===== src/rtl/assert_macros.svh =====
// Assertion macros shared by the RTL, clocked on clk and disabled while arst_n is low.
`ifndef ASSERT_MACROS_SVH
`define ASSERT_MACROS_SVH

// Same-cycle implication.
`define ASSERT_IMP(lbl, ante, cons, msg) \
	lbl: assert property (@(posedge clk) disable iff (!arst_n) (ante) |-> (cons)) \
		else $error(msg);

// Next-cycle implication.
`define ASSERT_NXT(lbl, ante, cons, msg) \
	lbl: assert property (@(posedge clk) disable iff (!arst_n) (ante) |=> (cons)) \
		else $error(msg);

`endif


===== src/rtl/asm_pkg.sv =====
// Shared types, widths, constants and the arctangent table of the strip and sector mapper.
package asm_pkg;

	localparam int COORD_W      = 24;
	localparam int RADIUS_W     = 24;
	localparam int SQ_W         = 2 * COORD_W;
	localparam int ANGLE_W      = 16;
	localparam int ACC_W        = 32;
	localparam int STRIP_W      = 8;
	localparam int SECTOR_W     = 6;
	localparam int CFG_IDX_W    = 2;
	localparam int CFG_W        = 24;
	localparam int CORDIC_W     = 52;
	localparam int CORDIC_SCALE = 24;
	localparam int ATAN_ENTRIES = 24;
	localparam int DIV_BITS     = STRIP_W + 1;

	localparam int DEF_NUM_STRIPS       = 24;
	localparam int DEF_NUM_SECTORS      = 8;
	localparam int DEF_ANGLE_ITERATIONS = 16;

	// Stage numbers counted in registers after the input.
	localparam int SQRT_CELLS   = RADIUS_W;
	localparam int AREA_STAGE   = 4;
	localparam int SQRT_OUT     = 3 + SQRT_CELLS;
	localparam int DIV_IN_STAGE = SQRT_OUT + 2;
	localparam int PIPE_LAST    = DIV_IN_STAGE + DIV_BITS;

	localparam logic [CFG_IDX_W-1:0] CFG_INNER = 2'd0;
	localparam logic [CFG_IDX_W-1:0] CFG_OUTER = 2'd1;
	localparam logic [CFG_IDX_W-1:0] CFG_PITCH = 2'd2;

	localparam logic [CFG_W-1:0] RST_INNER = 24'd11000;
	localparam logic [CFG_W-1:0] RST_OUTER = 24'd35000;
	localparam logic [CFG_W-1:0] RST_PITCH = 24'd1000;

	localparam logic [ACC_W-1:0] HALF_TURN  = 32'h8000_0000;
	localparam logic [ACC_W-1:0] ROUND_HALF = 32'h0000_8000;

	// Exact angles on the axes, already offset by a half turn.
	localparam logic [ANGLE_W-1:0] ANG_EAST  = 16'h8000;
	localparam logic [ANGLE_W-1:0] ANG_WEST  = 16'h0000;
	localparam logic [ANGLE_W-1:0] ANG_NORTH = 16'hC000;
	localparam logic [ANGLE_W-1:0] ANG_SOUTH = 16'h4000;

	// atan(2^-i) in units of 2^-32 turn, truncated.
	localparam logic [ACC_W-1:0] ATAN_TURN [ATAN_ENTRIES] = '{
		32'h20000000, 32'h12E4051D, 32'h09FB385B, 32'h051111D4,
		32'h028B0D43, 32'h0145D7E1, 32'h00A2F61E, 32'h00517C55,
		32'h0028BE53, 32'h00145F2E, 32'h000A2F98, 32'h000517CC,
		32'h00028BE6, 32'h000145F3, 32'h0000A2F9, 32'h0000517C,
		32'h000028BE, 32'h0000145F, 32'h00000A2F, 32'h00000517,
		32'h0000028B, 32'h00000145, 32'h000000A2, 32'h00000051
	};

	typedef logic signed [COORD_W-1:0] coord_t;
	typedef logic [CFG_W-1:0] cfg_word_t;

	typedef struct packed {
		logic [SQ_W-1:0]     rem;
		logic [RADIUS_W-1:0] root;
	} sqrt_t;

	typedef struct packed {
		logic [CORDIC_W-1:0] x;
		logic [CORDIC_W-1:0] y;
		logic [ACC_W-1:0]    acc;
	} cordic_t;

	typedef struct packed {
		logic                ovf;
		logic [DIV_BITS-1:0] quo;
		logic [CFG_W-1:0]    rem;
	} div_t;

	typedef struct packed {
		logic               hit;
		logic [ANGLE_W-1:0] ang;
	} spec_t;

endpackage


===== src/rtl/asm_sqrt_cell.sv =====
// One cell of the square-root chain: decides one result bit and keeps the remainder.
module asm_sqrt_cell #(
	parameter int BIT = 0
) (
	input  logic          clk,
	input  logic          en,
	input  asm_pkg::sqrt_t st,
	output asm_pkg::sqrt_t st_q
);
	import asm_pkg::*;

	logic [SQ_W-1:0] trial;
	sqrt_t           nxt;

	// (root + 2^BIT)^2 - root^2, with root holding only bits above BIT.
	always_comb begin
		trial = (SQ_W'(st.root) << (BIT + 1)) | (SQ_W'(1) << (2 * BIT));
		nxt = st;
		if (st.rem >= trial) begin
			nxt.rem = st.rem - trial;
			nxt.root = st.root | (RADIUS_W'(1) << BIT);
		end
	end

	always_ff @(posedge clk) begin
		if (en) begin
			st_q <= nxt;
		end
	end

endmodule


===== config.mk =====
export PLATFORM = sky130hd
export DESIGN_NAME = asm_sqrt_cell
export DESIGN_NICKNAME = d
export VERILOG_FILES = /design/src/rtl/assert_macros.svh /design/src/rtl/asm_pkg.sv /design/src/rtl/asm_sqrt_cell.sv
export SDC_FILE = /design/constraint.sdc
export NUM_CORES = 1
export LEC_CHECK = 0
export BUFFER_PORTS_ARGS = -buffer_cell sky130_fd_sc_hd__buf_2
export CAP_MARGIN = 15
export CORE_MARGIN = 3
export CORE_UTILIZATION = 40
export CTS_CLUSTER_DIAMETER = 80
export CTS_CLUSTER_SIZE = 30
export DETAILED_ROUTE_END_ITERATION = 10
export HOLD_SLACK_MARGIN = 0.06
export PLACE_DENSITY = 0.69
export SYNTH_ARGS = -nofsm -noshare
export SYNTH_HDL_FRONTEND = slang
export SYNTH_SLANG_ARGS = --single-unit

===== constraint.sdc =====
create_clock -name clk -period 3.9 [get_ports clk]
set_input_delay 0.39 -clock clk [delete_from_list [all_inputs] [get_ports clk]]
set_output_delay 0.39 -clock clk [all_outputs]
set_load 0.01 [all_outputs]

==> run metrics, run 1 <==
status finished, final reports clean; Synth cell types 60; final setup vio count 0; clock buffers created by TritonCTS 9; syn nets 540; measured slew at the worst slew-check pin 0.917 ns; Post-CTS Setup Bufs 0; Crit Path Class in -> reg; core area 11100 um^2; Residual DRC 0; area grow syn2layout 24.1%; CTS Buffer Depth 2; top_reg_cell synth edfxtp_1; Post-Route WL 11600 um; Hold Crit Start st[3]; via/cell ratio 5.28; Routed Antenna Nets 0; first-pass GRT wire length 18700 um; CTS clk-pin slew, worst paths 0.06 ns; final setup TNS 0 ns; sequential area share after synthesis 46.5%; crit path DAT 3.00 ns; fin. max-slew vios 0; crit path launch type input pin; setup ws final 0.984 ns; Root Buffer clkbuf_16; HP Class in -> reg; CTS tree done; max reg flops 72; gr ovfl total 0; PwrDens 398 nW/um^2; routed vias 3842; final hold violation count 0; largest registers st_q x72; Post-CTS Hold Buffers 0; Peak Freq 0.343 GHz; Initial Util 41.9%; Worst Hold Depth 1; post-layout net count 682; layout cell share with drive strength beyond 1 31.9%; most frequent cells in the layout buf_2 (144), edfxtp_1 (72), nand2_1 (45); Routability Congestion 0.895; Post-Syn Instances 440; Total Power 0.00230 W; # Max-Cap Violations 0; VDD IR-drop max 0.234 mV; WL/cell 16.0 um; P_leak 2.40 nW; met3 WL post-DR 900 um; Placement Rows 38; post_cts resized 0; WHS Endpoint st_q[3]; DP Area 5480 um^2; Clock Sinks 72; Post-synth EDFFs 72; Req. time, crit path 3.98 ns; Die ar. 12900 um^2; wl on met1 5190 um; critical-path maximum fanout 4; Yosys warning count 0; vias in the first global route 3804; Detailed Place HPWL 9070 um; synthesized area 4650 um^2; RSZ-0062 raised after global routing false; Ant. Diodes 0; largest net degree at the start of global routing 73; most common cell after layout, fill and taps aside buf_2; Design Area, Final 5760 um^2; I/O Buffers 145; Die W 114 um; Ports 146; Avg Inst Size Synth 10.6 um^2; H-tree levels 3; dpl ws 0.625 ns; initial antenna violation count 0; Rel. slew slack 38.9%; Most flops, register st_q; GRT Overall Usage 18.0%; register bit total from synthesis 72; drt first pass iters 5; top routing layer in use met4; fin crit share 74.8%; DRT iter0 DRCs 263; DR WL met2 5420 um; Crit. End Element flip-flop; fin crit period 2.92 ns; Core Util, Final 52.0%; ys async rst share 0%; Die Height 114 um
-- cells in the mapped netlist (3+ instances only) --
master,instances,share of area (%)
nor4_1,8,1.1
o21bai_1,4,0.65
nand2_1,45,3.6
nor2b_1,3,0.40
edfxtp_1,72,47
or4_1,4,0.65
ha_1,25,6.7
o21ai_0,37,4.0
nor3_1,10,1.1
nor3_2,5,1.1
o211ai_1,4,0.65
mux2_2,3,0.73
nand3_1,7,0.75
or3_1,5,0.67
inv_1,32,2.6
xor2_1,27,5.1
nor4_2,5,1.3
nor2_1,21,1.7
buf_2,9,0.97
nand3b_1,3,0.48
nand2b_1,4,0.54
xnor2_1,17,3.2
a21o_1,6,0.97
a21oi_1,30,3.2
a211oi_1,4,0.65
o21ai_1,3,0.32
nand4_1,7,0.94
-- worst max-delay path: stages --
cell,delay (ns)
buf_2,0.07
inv_1,0.08
fa_1,0.49
a211oi_1,0.37
o211ai_2,0.13
a21oi_1,0.22
o21ai_0,0.18
nor3b_1,0.21
or4b_4,0.56
o41ai_2,0.21
nand2b_1,0.08
-- cell type report --
| class | instances | area, um^2 |
|---|---|---|
| Tap cell | 140 | 175 |
| Inverter | 32 | 120 |
| Sequential cell | 72 | 2160 |
| Clock inverter | 4 | 45.0 |
| Multi-Input combinational cell | 320 | 2280 |
| Clock buffer | 12 | 236 |
| Timing Repair Buffer | 147 | 743 |
| Fill cell | 1030 | 5310 |
-- power by group --
| group | switching, W | internal [W] | leakage, nW | total, W |
|---|---|---|---|---|
| Combinational | 0.000315 | 0.000214 | 1.56 | 0.000529 |
| Clock | 0.000298 | 0.000491 | 0.132 | 0.000790 |
| Sequential | 0.0000195 | 0.000958 | 0.705 | 0.000978 |
-- cells by family (layout without fill, tap and decap cells) --
group           count (synthesis)  after routing  share of synthesized area [%]
xor+xnor                       44             44                           8.30
buf+inv                        48            195                           4.50
flops                          72             72                           46.5
compound gates                109            109                           15.8
fa+ha+maj                      26             26                           7.16
simple gates                  138            138                           17.0
mux                             3              3                          0.727
-- stage by stage --
step                      hold WS [ns]  std cells
after floorplan                  0.489        440
after global placement           0.583        711
after detailed placement         0.583        711
after CTS                        0.241        727
after global routing             0.242        727
final                            0.251        727
-- how the worst max path moves through the flow --
stage	start	end
after floorplan	st[0]	st_q[62]
after global placement	st[0]	st_q[62]
after detailed placement	st[0]	st_q[62]
after CTS	st[0]	st_q[62]
after global routing	st[0]	st_q[62]
final	st[0]	st_q[62]
-- per-layer routing --
| metal | up-vias | track usage (%) |
|---|---|---|
| met5 | - | 0 |
| met4 | 0 | 5.46 |
| met3 | 14 | 3.98 |
| met2 | 147 | 28.6 |
| met1 | 1780 | 24.7 |
| li1 | 1901 | - |
No activity file was read; power rests on OpenSTA's default activity.
==> run 2: changes to the inputs <==
==> constraint.sdc (replaced) <==
create_clock -name clk -period 2.8 [get_ports clk]
set_input_delay 0.28 -clock clk [delete_from_list [all_inputs] [get_ports clk]]
set_output_delay 0.28 -clock clk [all_outputs]
set_load 0.01 [all_outputs]
==> run 2 against run 1 <==
  * Wire length increased by 7.2%
  * Die area unchanged
  * Setup slack got worse by 0.84 ns
  * Core utilization increased by 4.4 points
  * Clock-buffer cell count stayed put
  * Critical path type unchanged
  * Critical endpoint unchanged
  * Largest cell class unchanged
==> run metrics, run 2 (synthesis results as in run 1) <==
Die ar. 12900 um^2 (unchanged); Initial Util 41.9% (unchanged); most common cell after layout, fill and taps aside buf_2 (unchanged); crit path DAT 2.74 ns (was 3.00 ns); most used routing layer met2 (unchanged); GRT Overall Usage 19.3% (was 18.0%); post-layout net count 749 (was 682); Ant. Diodes 0 (unchanged); NetSw 0.000916 W (was 0.000633 W); most frequent cells in the layout buf_2 (144), edfxtp_1 (72), buf_4 (70) (was buf_2 (144), edfxtp_1 (72), nand2_1 (45)); Clock Power Share 31.4% (was 34.4%); Post-CTS Setup Bufs 0 (unchanged); Crit. End Element flip-flop (unchanged); PwrDens 518 nW/um^2 (was 398 nW/um^2); # Max-Cap Violations 0 (unchanged); placed insts 778 (was 711); via/cell ratio 5.10 (was 5.28); I/O Buffers 145 (unchanged); DP Area 5990 um^2 (was 5480 um^2); Die Height 114 um (unchanged); measured slew at the worst slew-check pin 0.918 ns (was 0.917 ns); Routability Congestion 0.861 (was 0.895); Rel. slew slack 38.8% (was 38.9%); # fillers 984 (was 1030); area grow syn2layout 34.6% (was 24.1%); CTS tree done (unchanged); GR Layer Usage met1 27.0% (was 24.7%); largest registers st_q x72 (unchanged); Peak Freq 0.377 GHz; Total Power 0.00324 W (was 0.00230 W); HP Class in -> reg (unchanged); VDD IR-drop max 0.322 mV (was 0.234 mV); final hold slack 0.137 ns (was 0.251 ns); max reg flops 72 (unchanged); Die W 114 um (unchanged); Ports 146 (unchanged); initial antenna violation count 0 (unchanged); final setup vio count 0 (unchanged); final hold violation count 0 (unchanged); Crit Path Class in -> reg (unchanged); Clock Sinks 72 (unchanged); layout cell share with drive strength beyond 1 39.3% (was 31.9%); fin. max-slew vios 0 (unchanged); Pint 0.00232 W (was 0.00166 W); Design Area, Final 6250 um^2 (was 5760 um^2); CTS Buffer Depth 2 (unchanged); final setup TNS 0 ns (unchanged); fin cells 794 (was 727); DRT iter0 DRCs 180 (was 263); largest net degree at the start of global routing 73 (unchanged); core area 11100 um^2 (unchanged); fin crit period 2.66 ns; Post-Route WL 12500 um (was 11600 um); status finished, final reports clean (unchanged); Detailed Place HPWL 9770 um (was 9070 um); fin crit share 94.8%; drt first pass iters 4 (was 5); routed vias 4046 (was 3842); clock buffers created by TritonCTS 9 (unchanged); met2 Use GR 30.9% (was 28.6%); WL/cell 15.7 um (was 16.0 um); sequential share of power 42.1% (was 42.6%); Root Buffer clkbuf_16 (unchanged); H-tree levels 3 (unchanged); Most flops, register st_q (unchanged); Residual DRC 0 (unchanged); CTS clk-pin slew, worst paths 0.06 ns (about the same); Comb pwr share 26.6% (was 23.0%); Post-CTS Hold Buffers 0 (unchanged); Placement Rows 38 (unchanged); vias in the first global route 4097 (was 3804); Req. time, crit path 2.88 ns (was 3.98 ns); P_leak 2.72 nW (was 2.40 nW); met3 usage 3.61% (was 3.98%); crit path launch type input pin (unchanged); Routed Antenna Nets 0 (unchanged); switching share of power 28.3% (was 27.6%); RSZ-0062 raised after global routing false (unchanged); gr ovfl total 0 (unchanged); first-pass GRT wire length 19900 um (was 18700 um); critical-path maximum fanout 4 (unchanged)
[run 2: cell types whose count changed in the layout (fill, tap and decap cells not counted)]
cell,before,now
a21oi_2,0,1
a211oi_2,0,1
buf_4,3,70
clkinv_1,2,1
a21oi_1,30,29
a211oi_1,4,3
clkinv_2,0,2
bufinv_16,1,0
[run 2: repair_timing]
item,in CTS,in global routing
setup endpoints to repair,0,5
gates resized for setup,0,2
hold endpoints to repair,0,0
[run 2: power by group through the flow]
stage               Sequential, W  Clock [W]  Combinational, W
global route              0.00138    0.00109          0.000949
CTS                       0.00136    0.00104          0.000860
detailed placement        0.00138          0          0.000855
finish                    0.00136    0.00102          0.000860
floorplan                 0.00145          0          0.000373
global placement          0.00138          0          0.000844
[run 2: metal layers]
layer / up-vias / routed length, um
li1: 2038 / -
met2: 118 / 5810
met5: - / 0
met1: 1877 / 5840
met4: 0 / 150
met3: 13 / 693
[run 2: critical path, stage by stage]
cell      delay, ns
buf_2          0.07
inv_1          0.06
fa_1           0.49
a211oi_2       0.24
buf_4          0.15
o211ai_2       0.09
a21oi_2        0.17
o21ai_0        0.14
nor3b_1        0.18
or4b_4         0.56
o41ai_2        0.21
nand2b_1       0.08
[run 2: cell type report]
class / instances / area, um^2 / area share (%)
timing repair buffer: 214 / 1250 / 19.9
clock buffer: 12 / 236 / 3.78
tap: 140 / 175 / 2.80
sequential: 72 / 2160 / 34.6
inverter: 32 / 120 / 1.92
multi-input combinational: 320 / 2290 / 36.6
clock inverter: 4 / 21.3 / 0.340
[run 2: final timing paths]
check	from	endpoint	slack (ns)	cells past startpoint
setup / recovery	st[0]	st_q[62]	0.14	12
hold / removal	st[2]	st_q[2]	0.14	1
[run 2: through the flow]
| stage | worst slack [ns] | utilization (%) |
|---|---|---|
| 2_1_floorplan | 0.0722 | - |
| 3_3_place_gp | -0.273 | 54.0 |
| 3_5_place_dp | -0.316 | 54.0 |
| 4_1_cts | 0.00494 | 56.4 |
| 5_1_grt | 0.00782 | 56.4 |
| 6_report | 0.144 | 56.4 |
==> run 3: changes to the inputs <==
--- a/config.mk
+++ b/config.mk
@@ -13,7 +13,7 @@
 export CTS_CLUSTER_SIZE = 30
 export DETAILED_ROUTE_END_ITERATION = 10
 export HOLD_SLACK_MARGIN = 0.06
-export PLACE_DENSITY = 0.69
+export PLACE_DENSITY_LB_ADDON = 0.3
 export SYNTH_ARGS = -nofsm -noshare
 export SYNTH_HDL_FRONTEND = slang
 export SYNTH_SLANG_ARGS = --single-unit
==> run 3 against run 2 <==
  * Critical endpoint unchanged
  * Global-route usage shrank 0.22 points
  * Sequential share of layout area down 0.055 points
  * Hold slack got worse by 0.0029 ns
  * Non-clock buffer count shrank 4
==> run metrics, run 3 (synthesis results as in run 1) <==
gr ovfl total 0 (unchanged); routed vias 4021 (was 4046); crit path DAT 2.75 ns (was 2.74 ns); post_cts resized 2 (was 0); setup ws final 0.138 ns (was 0.144 ns); GR Layer Usage met1 26.6% (was 27.0%); Crit Path Class in -> reg (unchanged); Post-CTS Hold Buffers 0 (unchanged); Detailed Place HPWL 9670 um (was 9770 um); worst setup path endpoint st_q[62] (unchanged); most common cell after layout, fill and taps aside buf_2 (unchanged); Peak Freq 0.376 GHz (was 0.377 GHz); Clock Sinks 72 (unchanged); WL/cell 15.6 um (was 15.7 um); measured slew at the worst slew-check pin 0.920 ns (was 0.918 ns); CTS tree done (unchanged); Ant. Diodes 0 (unchanged); # Max-Cap Violations 0 (unchanged); Routed Antenna Nets 0 (unchanged); status finished, final reports clean (unchanged); VDD IR-drop max 0.239 mV (was 0.322 mV); Design Area, Final 6260 um^2 (was 6250 um^2); largest net degree at the start of global routing 73 (unchanged); Rel. slew slack 38.6% (was 38.8%); area grow syn2layout 34.8% (was 34.6%); fin crit period 2.66 ns (about the same); CP Launch Point st[0] (unchanged); GRT Overall Usage 19.1% (was 19.3%); Crit. End Element flip-flop (unchanged); Ports 146 (unchanged); CTS clk-pin slew, worst paths 0.06 ns (about the same); most frequent cells in the layout buf_2 (144), edfxtp_1 (72), buf_4 (66) (was buf_2 (144), edfxtp_1 (72), buf_4 (70)); largest registers st_q x72 (unchanged); Most flops, register st_q (unchanged); final hold violation count 0 (unchanged); first-pass GRT wire length 19600 um (was 19900 um); Residual DRC 0 (unchanged); RSZ-0062 raised after global routing false (unchanged); post-layout net count 745 (was 749); core area 11100 um^2 (unchanged); Routability Congestion 0.863 (was 0.861); DP Area 5960 um^2 (was 5990 um^2); PwrDens 531 nW/um^2 (was 518 nW/um^2); fin. max-slew vios 0 (unchanged); final setup vio count 0 (unchanged); dpl ws -0.341 ns (was -0.316 ns); Root Buffer clkbuf_16 (unchanged); Die ar. 12900 um^2 (unchanged); Die Height 114 um (unchanged); met2 Use GR 28.9% (was 30.9%); drt first pass iters 4 (unchanged); critical-path maximum fanout 4 (unchanged); Die W 114 um (unchanged); HP Class in -> reg (unchanged); max reg flops 72 (unchanged); clock buffers created by TritonCTS 9 (unchanged); Post-CTS Setup Bufs 0 (unchanged); layout cell share with drive strength beyond 1 39.1% (was 39.3%); crit path launch type input pin (unchanged); via/cell ratio 5.10 (about the same); vias in the first global route 4031 (was 4097); fin crit share 95.1% (was 94.8%); DRT iter0 DRCs 181 (was 180); initial antenna violation count 0 (unchanged); CTS Buffer Depth 2 (unchanged); most used routing layer met2 (unchanged); Initial Util 41.9% (unchanged); Worst Hold Depth 1 (unchanged); I/O Buffers 145 (unchanged); met3 usage 3.93% (was 3.61%); Req. time, crit path 2.89 ns (was 2.88 ns); P_leak 2.72 nW (about the same); H-tree levels 3 (unchanged); final hold slack 0.134 ns (was 0.137 ns); Post-Route WL 12300 um (was 12500 um); Core Util, Final 56.5% (was 56.4%); final setup TNS 0 ns (unchanged); Placement Rows 38 (unchanged)
run 3: cell types whose count changed in the layout (fill, tap and decap cells not counted):
cell | before | now
nor4_1 | 8 | 7
bufinv_16 | 0 | 1
buf_4 | 70 | 66
clkinvlp_4 | 1 | 0
nor4_2 | 5 | 6
clkinv_2 | 2 | 1
o41ai_2 | 1 | 0
clkinv_1 | 1 | 0
clkinv_4 | 0 | 1
o41ai_4 | 0 | 1
run 3: per-layer routing:
metal  up-vias  share of wire, %
li1       2030                 -
met1      1834                46
met2       137                45
met3        20               6.6
met4         0               2.0
met5         -                 0
run 3: layout make-up:
type,count,area (um^2)
tap,140,175
sequential,72,2160
timing repair buffer,210,1220
clock buffer,12,236
multi-input combinational,320,2310
fill,1014,4820
clock inverter,3,43.8
inverter,32,120
run 3: through the flow:
step,total power (W),std cells
global placement,0.00222,774
floorplan,0.00183,440
CTS,0.00336,789
global route,0.00351,789
finish,0.00332,789
detailed placement,0.00223,774
run 3: power breakdown:
part           total [W]  switching [W]  internal [W]
sequential       0.00136      0.0000276       0.00133
combinational   0.000854       0.000463      0.000391
clock            0.00111       0.000423      0.000686
total            0.00332       0.000913       0.00241
run 3: worst min-delay path by stage:
stage | from | to | slack, ns
floorplan | st[10] | st_q[10] | 0.38
global placement | st[14] | st_q[14] | 0.47
detailed placement | st[11] | st_q[11] | 0.47
CTS | st[2] | st_q[2] | 0.12
global route | st[3] | st_q[3] | 0.12
finish | st[2] | st_q[2] | 0.13
run 3: worst max-delay path: stages:
cell	delay [ns]
buf_2	0.08
inv_1	0.06
fa_1	0.47
a211oi_2	0.23
buf_4	0.15
o211ai_2	0.09
a21oi_2	0.18
o21ai_0	0.15
nor3b_1	0.19
or4b_4	0.56
o41ai_4	0.23
nand2b_1	0.08
