[src/rtl/assert_macros.svh]
// Assertion macros shared by the RTL, clocked on clk and disabled while arst_n is low.
`ifndef ASSERT_MACROS_SVH
`define ASSERT_MACROS_SVH

// Same-cycle implication.
`define ASSERT_IMP(lbl, ante, cons, msg) \
	lbl: assert property (@(posedge clk) disable iff (!arst_n) (ante) |-> (cons)) \
		else $error(msg);

// Next-cycle implication.
`define ASSERT_NXT(lbl, ante, cons, msg) \
	lbl: assert property (@(posedge clk) disable iff (!arst_n) (ante) |=> (cons)) \
		else $error(msg);

`endif

[src/rtl/asm_pkg.sv]
// Shared types, widths, constants and the arctangent table of the strip and sector mapper.
package asm_pkg;

	localparam int COORD_W      = 24;
	localparam int RADIUS_W     = 24;
	localparam int SQ_W         = 2 * COORD_W;
	localparam int ANGLE_W      = 16;
	localparam int ACC_W        = 32;
	localparam int STRIP_W      = 8;
	localparam int SECTOR_W     = 6;
	localparam int CFG_IDX_W    = 2;
	localparam int CFG_W        = 24;
	localparam int CORDIC_W     = 52;
	localparam int CORDIC_SCALE = 24;
	localparam int ATAN_ENTRIES = 24;
	localparam int DIV_BITS     = STRIP_W + 1;

	localparam int DEF_NUM_STRIPS       = 24;
	localparam int DEF_NUM_SECTORS      = 8;
	localparam int DEF_ANGLE_ITERATIONS = 16;

	// Stage numbers counted in registers after the input.
	localparam int SQRT_CELLS   = RADIUS_W;
	localparam int AREA_STAGE   = 4;
	localparam int SQRT_OUT     = 3 + SQRT_CELLS;
	localparam int DIV_IN_STAGE = SQRT_OUT + 2;
	localparam int PIPE_LAST    = DIV_IN_STAGE + DIV_BITS;

	localparam logic [CFG_IDX_W-1:0] CFG_INNER = 2'd0;
	localparam logic [CFG_IDX_W-1:0] CFG_OUTER = 2'd1;
	localparam logic [CFG_IDX_W-1:0] CFG_PITCH = 2'd2;

	localparam logic [CFG_W-1:0] RST_INNER = 24'd11000;
	localparam logic [CFG_W-1:0] RST_OUTER = 24'd35000;
	localparam logic [CFG_W-1:0] RST_PITCH = 24'd1000;

	localparam logic [ACC_W-1:0] HALF_TURN  = 32'h8000_0000;
	localparam logic [ACC_W-1:0] ROUND_HALF = 32'h0000_8000;

	// Exact angles on the axes, already offset by a half turn.
	localparam logic [ANGLE_W-1:0] ANG_EAST  = 16'h8000;
	localparam logic [ANGLE_W-1:0] ANG_WEST  = 16'h0000;
	localparam logic [ANGLE_W-1:0] ANG_NORTH = 16'hC000;
	localparam logic [ANGLE_W-1:0] ANG_SOUTH = 16'h4000;

	// atan(2^-i) in units of 2^-32 turn, truncated.
	localparam logic [ACC_W-1:0] ATAN_TURN [ATAN_ENTRIES] = '{
		32'h20000000, 32'h12E4051D, 32'h09FB385B, 32'h051111D4,
		32'h028B0D43, 32'h0145D7E1, 32'h00A2F61E, 32'h00517C55,
		32'h0028BE53, 32'h00145F2E, 32'h000A2F98, 32'h000517CC,
		32'h00028BE6, 32'h000145F3, 32'h0000A2F9, 32'h0000517C,
		32'h000028BE, 32'h0000145F, 32'h00000A2F, 32'h00000517,
		32'h0000028B, 32'h00000145, 32'h000000A2, 32'h00000051
	};

	typedef logic signed [COORD_W-1:0] coord_t;
	typedef logic [CFG_W-1:0] cfg_word_t;

	typedef struct packed {
		logic [SQ_W-1:0]     rem;
		logic [RADIUS_W-1:0] root;
	} sqrt_t;

	typedef struct packed {
		logic [CORDIC_W-1:0] x;
		logic [CORDIC_W-1:0] y;
		logic [ACC_W-1:0]    acc;
	} cordic_t;

	typedef struct packed {
		logic                ovf;
		logic [DIV_BITS-1:0] quo;
		logic [CFG_W-1:0]    rem;
	} div_t;

	typedef struct packed {
		logic               hit;
		logic [ANGLE_W-1:0] ang;
	} spec_t;

endpackage

[src/rtl/asm_div_cell.sv]
// One restoring step of the strip divider: decides one quotient bit.
module asm_div_cell #(
	parameter int BIT = 0
) (
	input  logic               clk,
	input  logic               en,
	input  asm_pkg::cfg_word_t divisor,
	input  asm_pkg::div_t      st,
	output asm_pkg::div_t      st_q
);
	import asm_pkg::*;

	localparam int SH_W = CFG_W + DIV_BITS;

	logic [SH_W-1:0] sh;
	div_t            nxt;

	// The remainder stays below twice the shifted divisor, so one compare settles the bit.
	always_comb begin
		sh = SH_W'(divisor) << BIT;
		nxt = st;
		if (SH_W'(st.rem) >= sh) begin
			nxt.rem = st.rem - sh[CFG_W-1:0];
			nxt.quo[BIT] = 1'b1;
		end
	end

	always_ff @(posedge clk) begin
		if (en) begin
			st_q <= nxt;
		end
	end

endmodule
[config.mk]
export PLATFORM = sky130hd
export DESIGN_NAME = asm_div_cell
export DESIGN_NICKNAME = d
export VERILOG_FILES = /design/src/rtl/assert_macros.svh /design/src/rtl/asm_pkg.sv /design/src/rtl/asm_div_cell.sv
export SDC_FILE = /design/constraint.sdc
export NUM_CORES = 1
export LEC_CHECK = 0
export BUFFER_PORTS_ARGS = -buffer_cell sky130_fd_sc_hd__buf_2
export CORE_UTILIZATION = 53
export CTS_BUF_LIST = sky130_fd_sc_hd__clkbuf_4
export DETAILED_ROUTE_END_ITERATION = 7
export PLACE_DENSITY_LB_ADDON = 0.08
export SETUP_SLACK_MARGIN = 0.5
export SLEW_MARGIN = 20
export SYNTH_ARGS = -nofsm -noshare
export SYNTH_HDL_FRONTEND = slang
export SYNTH_SLANG_ARGS = --single-unit
[constraint.sdc]
create_clock -name clk -period 3.7 [get_ports clk]
set_clock_uncertainty 0.1 [all_clocks]
set_input_delay 0.555 -clock clk [delete_from_list [all_inputs] [get_ports clk]]
set_output_delay 0.555 -clock clk [all_outputs]
set_load 0.02 [all_outputs]
==> results of run 1 <==
timing repair:
item	CTS	global route
gates resized for setup	0	1
setup endpoints to repair	0	16
hold buffers	0	0
power groups by stage:
| stage | clock network (mW) | registers (mW) | logic, mW |
|---|---|---|---|
| 2_1_floorplan | 0 | 0.570 | 0.286 |
| 3_3_place_gp | 0 | 0.504 | 0.469 |
| 3_5_place_dp | 0 | 0.505 | 0.474 |
| 4_1_cts | 0.368 | 0.496 | 0.478 |
| 5_1_grt | 0.382 | 0.499 | 0.524 |
| 6_report | 0.360 | 0.495 | 0.479 |
worst max path at each step:
| stage | endpoint | slack (ns) | cells past startpoint |
|---|---|---|---|
| CTS | st_q[14]$_DFFE_PP_ | 0.61 | 10 |
| floorplan | st_q[10]$_DFFE_PP_ | 0.52 | 11 |
| detailed placement | st_q[4]$_DFFE_PP_ | 0.26 | 9 |
| finish | st_q[20]$_DFFE_PP_ | 0.69 | 11 |
| global placement | st_q[12]$_DFFE_PP_ | 0.33 | 10 |
| global route | st_q[14]$_DFFE_PP_ | 0.52 | 9 |
logic make-up after synthesis:
logic type	after synthesis
AOI/OAI and AO/OA	87
and+or+nand+nor	79
buffers and inverters	44
DFF	34
adders and majority gates	25
muxes	17
xor gates and xnor gates	16
area by class of cell:
class,instances,area [µm²],share of cell area
clock buffers,5,37.5,0.0107
clock inverters,3,68.8,0.0196
inverters,31,116,0.0331
multi-input cells,224,1680,0.479
flip-flops and latches,34,1020,0.290
well taps,70,87.6,0.0249
repair buffers,98,503,0.143
cells in the final DEF (no fill, tap or decap), drive strengths merged, types with 2 or more instances in the layout:
cell type,n
and4,5
a31oi,4
ha,24
and3,3
o211ai,3
nor3,2
nand4,7
a211oi,4
or3,2
a21o,7
o21ai,13
buf,98
xor2,5
a21oi,28
nand3,9
mux2,16
o21bai,3
o31ai,6
nor2b,4
and2,2
inv,31
o2111ai,2
bufinv,2
xnor2,11
edfxtp,34
nand2,22
nor2,17
o221ai,4
o21a,6
clkbuf,5
o41ai,2
per-layer routing:
metal | wire (µm) | part of all wire | up-vias | global-route usage
li1 | - | - | 1301 | -
met1 | 3270 | 0.48 | 1177 | 0.329
met2 | 2990 | 0.44 | 100 | 0.372
met3 | 402 | 0.060 | 9 | 0.0371
met4 | 80 | 0.012 | 0 | 0.0769
met5 | 0 | 0 | - | 0
critical path: cells and delay by family:
family	cells	cell delay, ns
AO/OA/AOI/OAI	4	1.18
adder cells (fa/ha/maj)	2	0.61
AND/OR/NAND/NOR	2	0.42
buffers and inverters	3	0.32
metrics by stage:
stage                      util  area [µm²]  power (mW)  setup slack, ns
after CTS                 0.671        3510        1.34            0.615
after global routing      0.672        3520        1.40            0.519
final                     0.672        3520        1.33            0.695
after global placement    0.651        3410       0.973            0.328
after detailed placement  0.651        3410       0.979            0.263
after floorplan               -        2940       0.856            0.524
==> impl_metrics.ini, run 1 <==
[layout]
finalNonFillerCells = 465
syn2layout_area_growth_pct = 19.6
fill_cells = 454
top_regs = st_q: 34 flops
largest_reg_flops = 34
diodes = 0
fin_nets = 479
regMostFlops = st_q
drive_above_1_share = 0.339

[yosys]
syn-num-nets = 387
synth_commonest_cells = 34 x edfxtp_1, 31 x inv_1, 28 x a21oi_1
synth-edff-count = 34
synth-xor-area-share = 0.0476
synth_top_family_by_area = compound AO/OA/AOI/OAI gates
postSynthCellCount = 302
synth_area_leaders = edfxtp_1 35%, ha_1 10%, mux2_2 6.1%
synth-seq-cells = 34
synth_compound_area_frac = 0.206
yosysSeqAreaShare = 0.347
synth_cell_type_count = 54
synth_ff_type = edfxtp_1
synth_adder_area_share = 0.109
yosys-mux-area-fraction = 0.0647
syn_area_mm2 = 0.00294
async_flop_share = 0
avgSynthCellArea_um2 = 9.74
synth_top_cell_by_area = edfxtp_1
ys.warnings.count = 0
synth_most_common_cell = edfxtp_1
synth-simple-area-share = 0.143
yosysTopAreaCellShare = 0.347

[floorplan]
row_count = 26
die_area_mm2 = 0.00585
core_area_mm2 = 0.00524
die_w_um = 76.5
die_y_um = 76.5
ios = 94
start_util = 0.562

[detailed_routing]
drtIter0Drc = 106
vias_per_cell = 5.56
ant_nets = 0
drtPass1Iterations = 4
routed_wl_um = 6740
vias = 2587
drt-wirelength-per-cell_um = 14.5
post-route-drc-count = 0

[timing]
worst_pin_slew_ns = 0.795
hold_viol = 0
hold_ws_ns = 0.271
setup_viol = 0
min_period_over_period = 0.812
fin_tns_setup_ns = 0
slew-limit-headroom = 0.470
slew_viol_final = 0
fin_crit_ns = 3.01
rsz0062_at_grt = no
fmax_mhz = 333

[grt]
grt_usage = 0.236
first_global_vias = 2373
grt_start_max_net_pins = 35
overflow = 0
antenna_found_initial = 0
grt_pass1_wl_um = 11000

[clock_tree]
postCtsSetupBuffers = 0
clk_path_buf_depth = 2
path_clk_slew_ns = 0.12
cts_tree = yes
cts_buffers = 5
cts.sinks = 34
cts_root_buf = clkbuf_4
htreeDepth = 2

[power_and_ir_drop]
peakVddDrop_mv = 0.228
power_per_cell_area_mw_per_mm2 = 379
internal_power_uw = 896
power_frac_clock = 0.270
p_comb_frac = 0.359
swShare = 0.328
p_sw_uw = 438
cellLeakagePower_nw = 1.63
seq_power_share = 0.371

[worst_setup_path]
crit_fanout = 8
path_cells = buf_2 -> inv_1 -> ha_1 -> fa_1 -> nand2b_1 -> a211oi_2 -> o21bai_2 -> a2111o_1 -> buf_4 -> and2_4 -> o41ai_4
startpoint_type = input port
cp.arrival_ns = 3.08
cp-startpoint = st[0]
cpPeakStageDelay_ns = 0.44
crit_type = in2reg
required_ns = 3.77
end_kind = register
crit_slowest_cell = a2111o_1

[min_path]
whs_path_depth = 1
min_from = st[33]
min_to = st_q[33]$_DFFE_PP_
min_path_type = in2reg

[place]
dp_hpwl_um = 5220
place.gp.congestion = 0.872
io_buffers = 93
dp.cells = 457

[flow_run]
max-cap-violations = 0

[status]
status = finished, final reports clean
Power figures use the tool's default switching activity.
==> inputs of run 2 (changes only) <==
--- a/config.mk
+++ b/config.mk
@@ -6,7 +6,7 @@
 export NUM_CORES = 1
 export LEC_CHECK = 0
 export BUFFER_PORTS_ARGS = -buffer_cell sky130_fd_sc_hd__buf_2
-export CORE_UTILIZATION = 53
+export CORE_UTILIZATION = 48
 export CTS_BUF_LIST = sky130_fd_sc_hd__clkbuf_4
 export DETAILED_ROUTE_END_ITERATION = 7
 export PLACE_DENSITY_LB_ADDON = 0.08
==> constraint.sdc (replaced) <==
create_clock -name clk -period 2.48 [get_ports clk]
set_clock_uncertainty 0.1 [all_clocks]
set_input_delay 0.372 -clock clk [delete_from_list [all_inputs] [get_ports clk]]
set_output_delay 0.372 -clock clk [all_outputs]
set_load 0.02 [all_outputs]
==> run 2 against run 1 <==
Net effect:
- flip-flop and latch count did not move
- highest routed layer unchanged
- die area up 10%
- sequential power grew 49%
- worst setup slack lost 0.75 ns
- cell count up 18%
- total power up 70%
- non-clock buffer count is 79 higher
- combinational power up 110%
- the flow now finishes with violations (negative setup slack)
==> impl_metrics.ini, run 2 (synthesis results as in run 1) <==
[grt]
grt_start_max_net_pins = 35
overflow = 0
grt.busiest_layer = met2
first_global_vias = 2944
grt_usage = 0.267
grt_pass1_wl_um = 13200
met1_usage = 0.325
grt_use_met2 = 0.480
antenna_found_initial = 0
use_met3 = 0.0443

[floorplan]
row_count = 28
die_w_um = 80.3
die_area_mm2 = 0.00645
ios = 94
die_y_um = 80.3
start_util = 0.497
core_area_mm2 = 0.00592

[timing]
fin_tns_setup_ns = -0.696
fin_crit_ns = 2.54
worst_pin_slew_ns = 0.832
min_period_over_period = 1.02
hold_viol = 0
fmax_mhz = 394
slew-limit-headroom = 0.445
rsz0062_at_grt = yes
setup_viol = 16
fin_ws_ns = -0.0585
slew_viol_final = 0

[layout]
final_cell_mix = 91 x buf_2, 78 x buf_4, 34 x edfxtp_1
largest_reg_flops = 34
multi_input_area_mm2 = 0.00197
top_regs = st_q: 34 flops
fin_nets = 559
finalNonFillerCells = 550
diodes = 0
final_common_cell = buf_2
fill_cells = 436
syn2layout_area_growth_pct = 51.3
regMostFlops = st_q
drive_above_1_share = 0.522
regArea_mm2 = 0.00102

[detailed_routing]
drt-wirelength-per-cell_um = 15.3
routed_wl_um = 8410
vias_per_cell = 5.41
drtIter0Drc = 159
ant_nets = 0
drtPass1Iterations = 4
vias = 2973
post-route-drc-count = 0

[clock_tree]
cts_root_buf = clkbuf_4
cts_buffers = 5
htreeDepth = 2
cts.sinks = 34
cts_tree = yes
path_clk_slew_ns = 0.14
clk_path_buf_depth = 2

[min_path]
min_path_type = in2reg

[worst_setup_path]
crit_slowest_cell = a2111o_1
required_ns = 2.51
end_kind = register
crit_fanout = 8
cpPeakStageDelay_ns = 0.44
cp.arrival_ns = 2.57
cp_num_buf_inv = 3
path_cells = buf_8 -> inv_8 -> ha_4 -> fa_2 -> nand2b_4 -> a211oi_4 -> o21bai_2 -> a2111o_1 -> buf_4 -> nand2_8 -> mux2_2
cp_top_family = compound AO/OA/AOI/OAI gates
startpoint_type = input port
crit_type = in2reg

[place]
dp_hpwl_um = 6170
io_buffers = 93
dp.cells = 529
place.gp.congestion = 0.917

[power_and_ir_drop]
power_per_cell_area_mw_per_mm2 = 510
totalPowerFinal_mw = 2.27
cellLeakagePower_nw = 2.11
peakVddDrop_mv = 0.267

[flow_run]
max-cap-violations = 0

[status]
violations = negative setup slack
status = finished, violations left
run 2: cell types whose count changed in the layout (fill, tap and decap cells not counted), sizes merged:
| cell | previous run | this run |
|---|---|---|
| buf | 98 | 177 |
| nand2 | 22 | 23 |
run 2: what timing repair did:
| action | CTS | global route |
|---|---|---|
| hold buffers | 0 | 0 |
| gates cloned | 1 | 0 |
| endpoints found under the hold margin | 0 | 0 |
| setup endpoints to repair | 25 | 25 |
| setup buffers | 9 | 3 |
| pin swaps | 14 | 10 |
| gates resized for setup | 44 | 13 |
run 2: per-layer routing:
layer / wire [µm] / vias to the layer above
met5: 0 / -
met2: 4220 / 104
met1: 3620 / 1397
met3: 465 / 11
met4: 102 / 0
li1: - / 1461
run 2: metrics by stage:
step / util / hold slack (ns) / setup slack (ns) / instance area (µm²)
after floorplan: - / 0.371 / -0.323 / 3010
after global placement: 0.671 / 0.448 / -0.423 / 3980
after detailed placement: 0.671 / 0.450 / -0.464 / 3980
after CTS: 0.738 / 0.0754 / -0.0743 / 4370
after global routing: 0.751 / 0.0750 / -0.115 / 4450
final: 0.751 / 0.0910 / -0.0585 / 4450
run 2: worst paths after layout:
kind               start                  to  cells past startpoint
setup / recovery   st[0]   st_q[4]$_DFFE_PP_                     11
hold / removal    st[30]  st_q[30]$_DFFE_PP_                      1
run 2: power by group:
group / internal, mW / total [mW] / switching (mW)
combinational: 0.468 / 0.983 / 0.515
clock: 0.315 / 0.550 / 0.235
sequential: 0.723 / 0.738 / 0.0148
total: 1.51 / 2.27 / 0.764
run 2: area by class of cell:
cell class / instances / share of cell area
clock inverter: 3 / 0.0155
inverter: 31 / 0.0278
timing repair buffer: 177 / 0.255
multi-input combinational: 225 / 0.443
tap: 75 / 0.0211
sequential: 34 / 0.229
clock buffer: 5 / 0.00844
==> inputs of run 3 (changes only) <==
--- a/config.mk
+++ b/config.mk
@@ -5,7 +5,7 @@
 export SDC_FILE = /design/constraint.sdc
 export NUM_CORES = 1
 export LEC_CHECK = 0
-export BUFFER_PORTS_ARGS = -buffer_cell sky130_fd_sc_hd__buf_2
+export BUFFER_PORTS_ARGS = -buffer_cell sky130_fd_sc_hd__buf_4
 export CORE_UTILIZATION = 48
 export CTS_BUF_LIST = sky130_fd_sc_hd__clkbuf_4
 export DETAILED_ROUTE_END_ITERATION = 7
==> run 3 against run 2 <==
Net effect:
- the run still ends with negative setup slack left
- utilization up 4.0 points
- first-iteration DRC count up 32%
- flip-flop and latch count unchanged
- sequential power rose by 0.8%
- clock power decreased by 21%
==> impl_metrics.ini, run 3 (synthesis results as in run 1) <==
[min_path]
whs_path_depth = 1
min_to = st_q[29]$_DFFE_PP_
min_from = st[29]
min_path_type = in2reg

[place]
dpl_cell_area_mm2 = 0.00419
post-place-ws_ns = -0.437
place.gp.congestion = 0.905
dp.cells = 526
dp_hpwl_um = 6100
io_buffers = 93

[worst_setup_path]
required_ns = 2.50
crit_slowest_cell = a2111o_1
cpPeakStageDelay_ns = 0.53
startpoint_type = input port
crit_type = in2reg
path_cells = buf_8 -> inv_8 -> ha_4 -> fa_2 -> nand2b_4 -> a211oi_4 -> o21bai_2 -> a2111o_1 -> buf_6 -> nand2_8 -> mux2_4
end_kind = register
crit_fanout = 8
cp.arrival_ns = 2.61

[detailed_routing]
routed_wl_um = 8590
ant_nets = 0
post-route-drc-count = 0
drt-wirelength-per-cell_um = 15.7
vias_per_cell = 5.58
drtPass1Iterations = 7
drtIter0Drc = 210
vias = 3060

[layout]
finalNonFillerCells = 548
diodes = 0
fin_nets = 557
final_cell_mix = 165 x buf_4, 34 x edfxtp_1, 30 x inv_1
final_common_cell = buf_4
top_regs = st_q: 34 flops
syn2layout_area_growth_pct = 59.3
regMostFlops = st_q
largest_reg_flops = 34
final_area_mm2 = 0.00469
drive_above_1_share = 0.516

[timing]
hold_ws_ns = 0.0929
min_period_over_period = 1.04
fmax_mhz = 386
hold_viol = 0
fin_ws_ns = -0.111
worst_pin_slew_ns = 0.677
slew_viol_final = 0
rsz0062_at_grt = yes
slew-limit-headroom = 0.544
fin_crit_ns = 2.59
setup_viol = 22

[clock_tree]
cts_tree = yes
clk_path_buf_depth = 2
cts_buffers = 5
path_clk_slew_ns = 0.12
cts_root_buf = clkbuf_4
htreeDepth = 2
cts_hold_buffers = 0
cts.sinks = 34

[floorplan]
row_count = 28
die_w_um = 80.3
start_util = 0.497
ios = 94
die_y_um = 80.3
core_area_mm2 = 0.00592
die_area_mm2 = 0.00645

[grt]
overflow = 0
grt_pass1_wl_um = 12900
grt_start_max_net_pins = 35
first_global_vias = 2894
antenna_found_initial = 0
grt_usage = 0.263

[status]
status = finished, violations left
violations = negative setup slack

[power_and_ir_drop]
power_per_cell_area_mw_per_mm2 = 476
peakVddDrop_mv = 0.302
cellLeakagePower_nw = 2.20
totalPowerFinal_mw = 2.23

[flow_run]
max-cap-violations = 0
[run 3: cell count changes in the layout (fill, tap and decap cells not counted), moves of 2 or more]
| cell | before | now |
|---|---|---|
| o31ai_2 | 4 | 2 |
| buf_4 | 78 | 165 |
| o31ai_1 | 2 | 4 |
| nand3_1 | 5 | 3 |
| mux2_4 | 10 | 16 |
| clkinvlp_4 | 0 | 2 |
| buf_2 | 91 | 0 |
| nand3_4 | 0 | 2 |
| mux2_2 | 6 | 0 |
| o21ai_1 | 3 | 0 |
| buf_12 | 0 | 2 |
| o21ai_0 | 6 | 9 |
[run 3: timing repair]
item / in CTS / in global routing
resized for setup: 34 / 25
endpoints found under the setup margin: 25 / 25
setup buffers: 7 / 6
pin swaps: 9 / 12
cloned: 1 / 0
[run 3: metrics by stage]
step / setup TNS [ns] / util
detailed placement: -9.78 / 0.707
finish: -1.51 / 0.791
global placement: -9.08 / 0.707
global route: -2.72 / 0.791
floorplan: -5.22 / -
CTS: -0.733 / 0.760
[run 3: layer usage]
| layer | GRT usage | vias to the layer above | wire, µm |
|---|---|---|---|
| met5 | 0 | - | 0 |
| met3 | 0.0568 | 28 | 629 |
| met1 | 0.314 | 1439 | 3460 |
| met2 | 0.467 | 135 | 4260 |
| met4 | 0.0821 | 0 | 239 |
| li1 | - | 1458 | - |
[run 3: area by class of cell]
type                       instances  area, µm²
inverter                          31        124
tap                               75       93.8
multi-input combinational        225       1990
timing repair buffer             175       1380
clock buffer                       5       37.5
clock inverter                     3       45.0
fill                             390       1230
sequential                        34       1020
[run 3: critical path, delay by kind of cell]
kind	cells	cell delay (ns)
compound gates	3	0.87
fa+ha+maj	2	0.49
buf+inv	3	0.29
mux	1	0.31
simple gates	2	0.27
[run 3: power by group]
| part | internal (mW) | total (mW) | switching [mW] | leakage, nW |
|---|---|---|---|---|
| clock | 0.211 | 0.433 | 0.222 | 0.0374 |
| combinational | 0.541 | 1.05 | 0.513 | 1.83 |
| sequential | 0.724 | 0.744 | 0.0203 | 0.333 |
| total | 1.48 | 2.23 | 0.755 | 2.20 |
[run 3: worst max path at each step]
stage	from	end	slack [ns]	depth (start not counted)
after floorplan	st[0]	st_q[10]$_DFFE_PP_	-0.32	11
after global placement	st[0]	st_q[13]$_DFFE_PP_	-0.40	10
after detailed placement	st[0]	st_q[8]$_DFFE_PP_	-0.44	10
after CTS	st[0]	st_q[9]$_DFFE_PP_	-0.07	10
after global routing	st[0]	st_q[14]$_DFFE_PP_	-0.16	11
final	st[0]	st_q[8]$_DFFE_PP_	-0.11	11
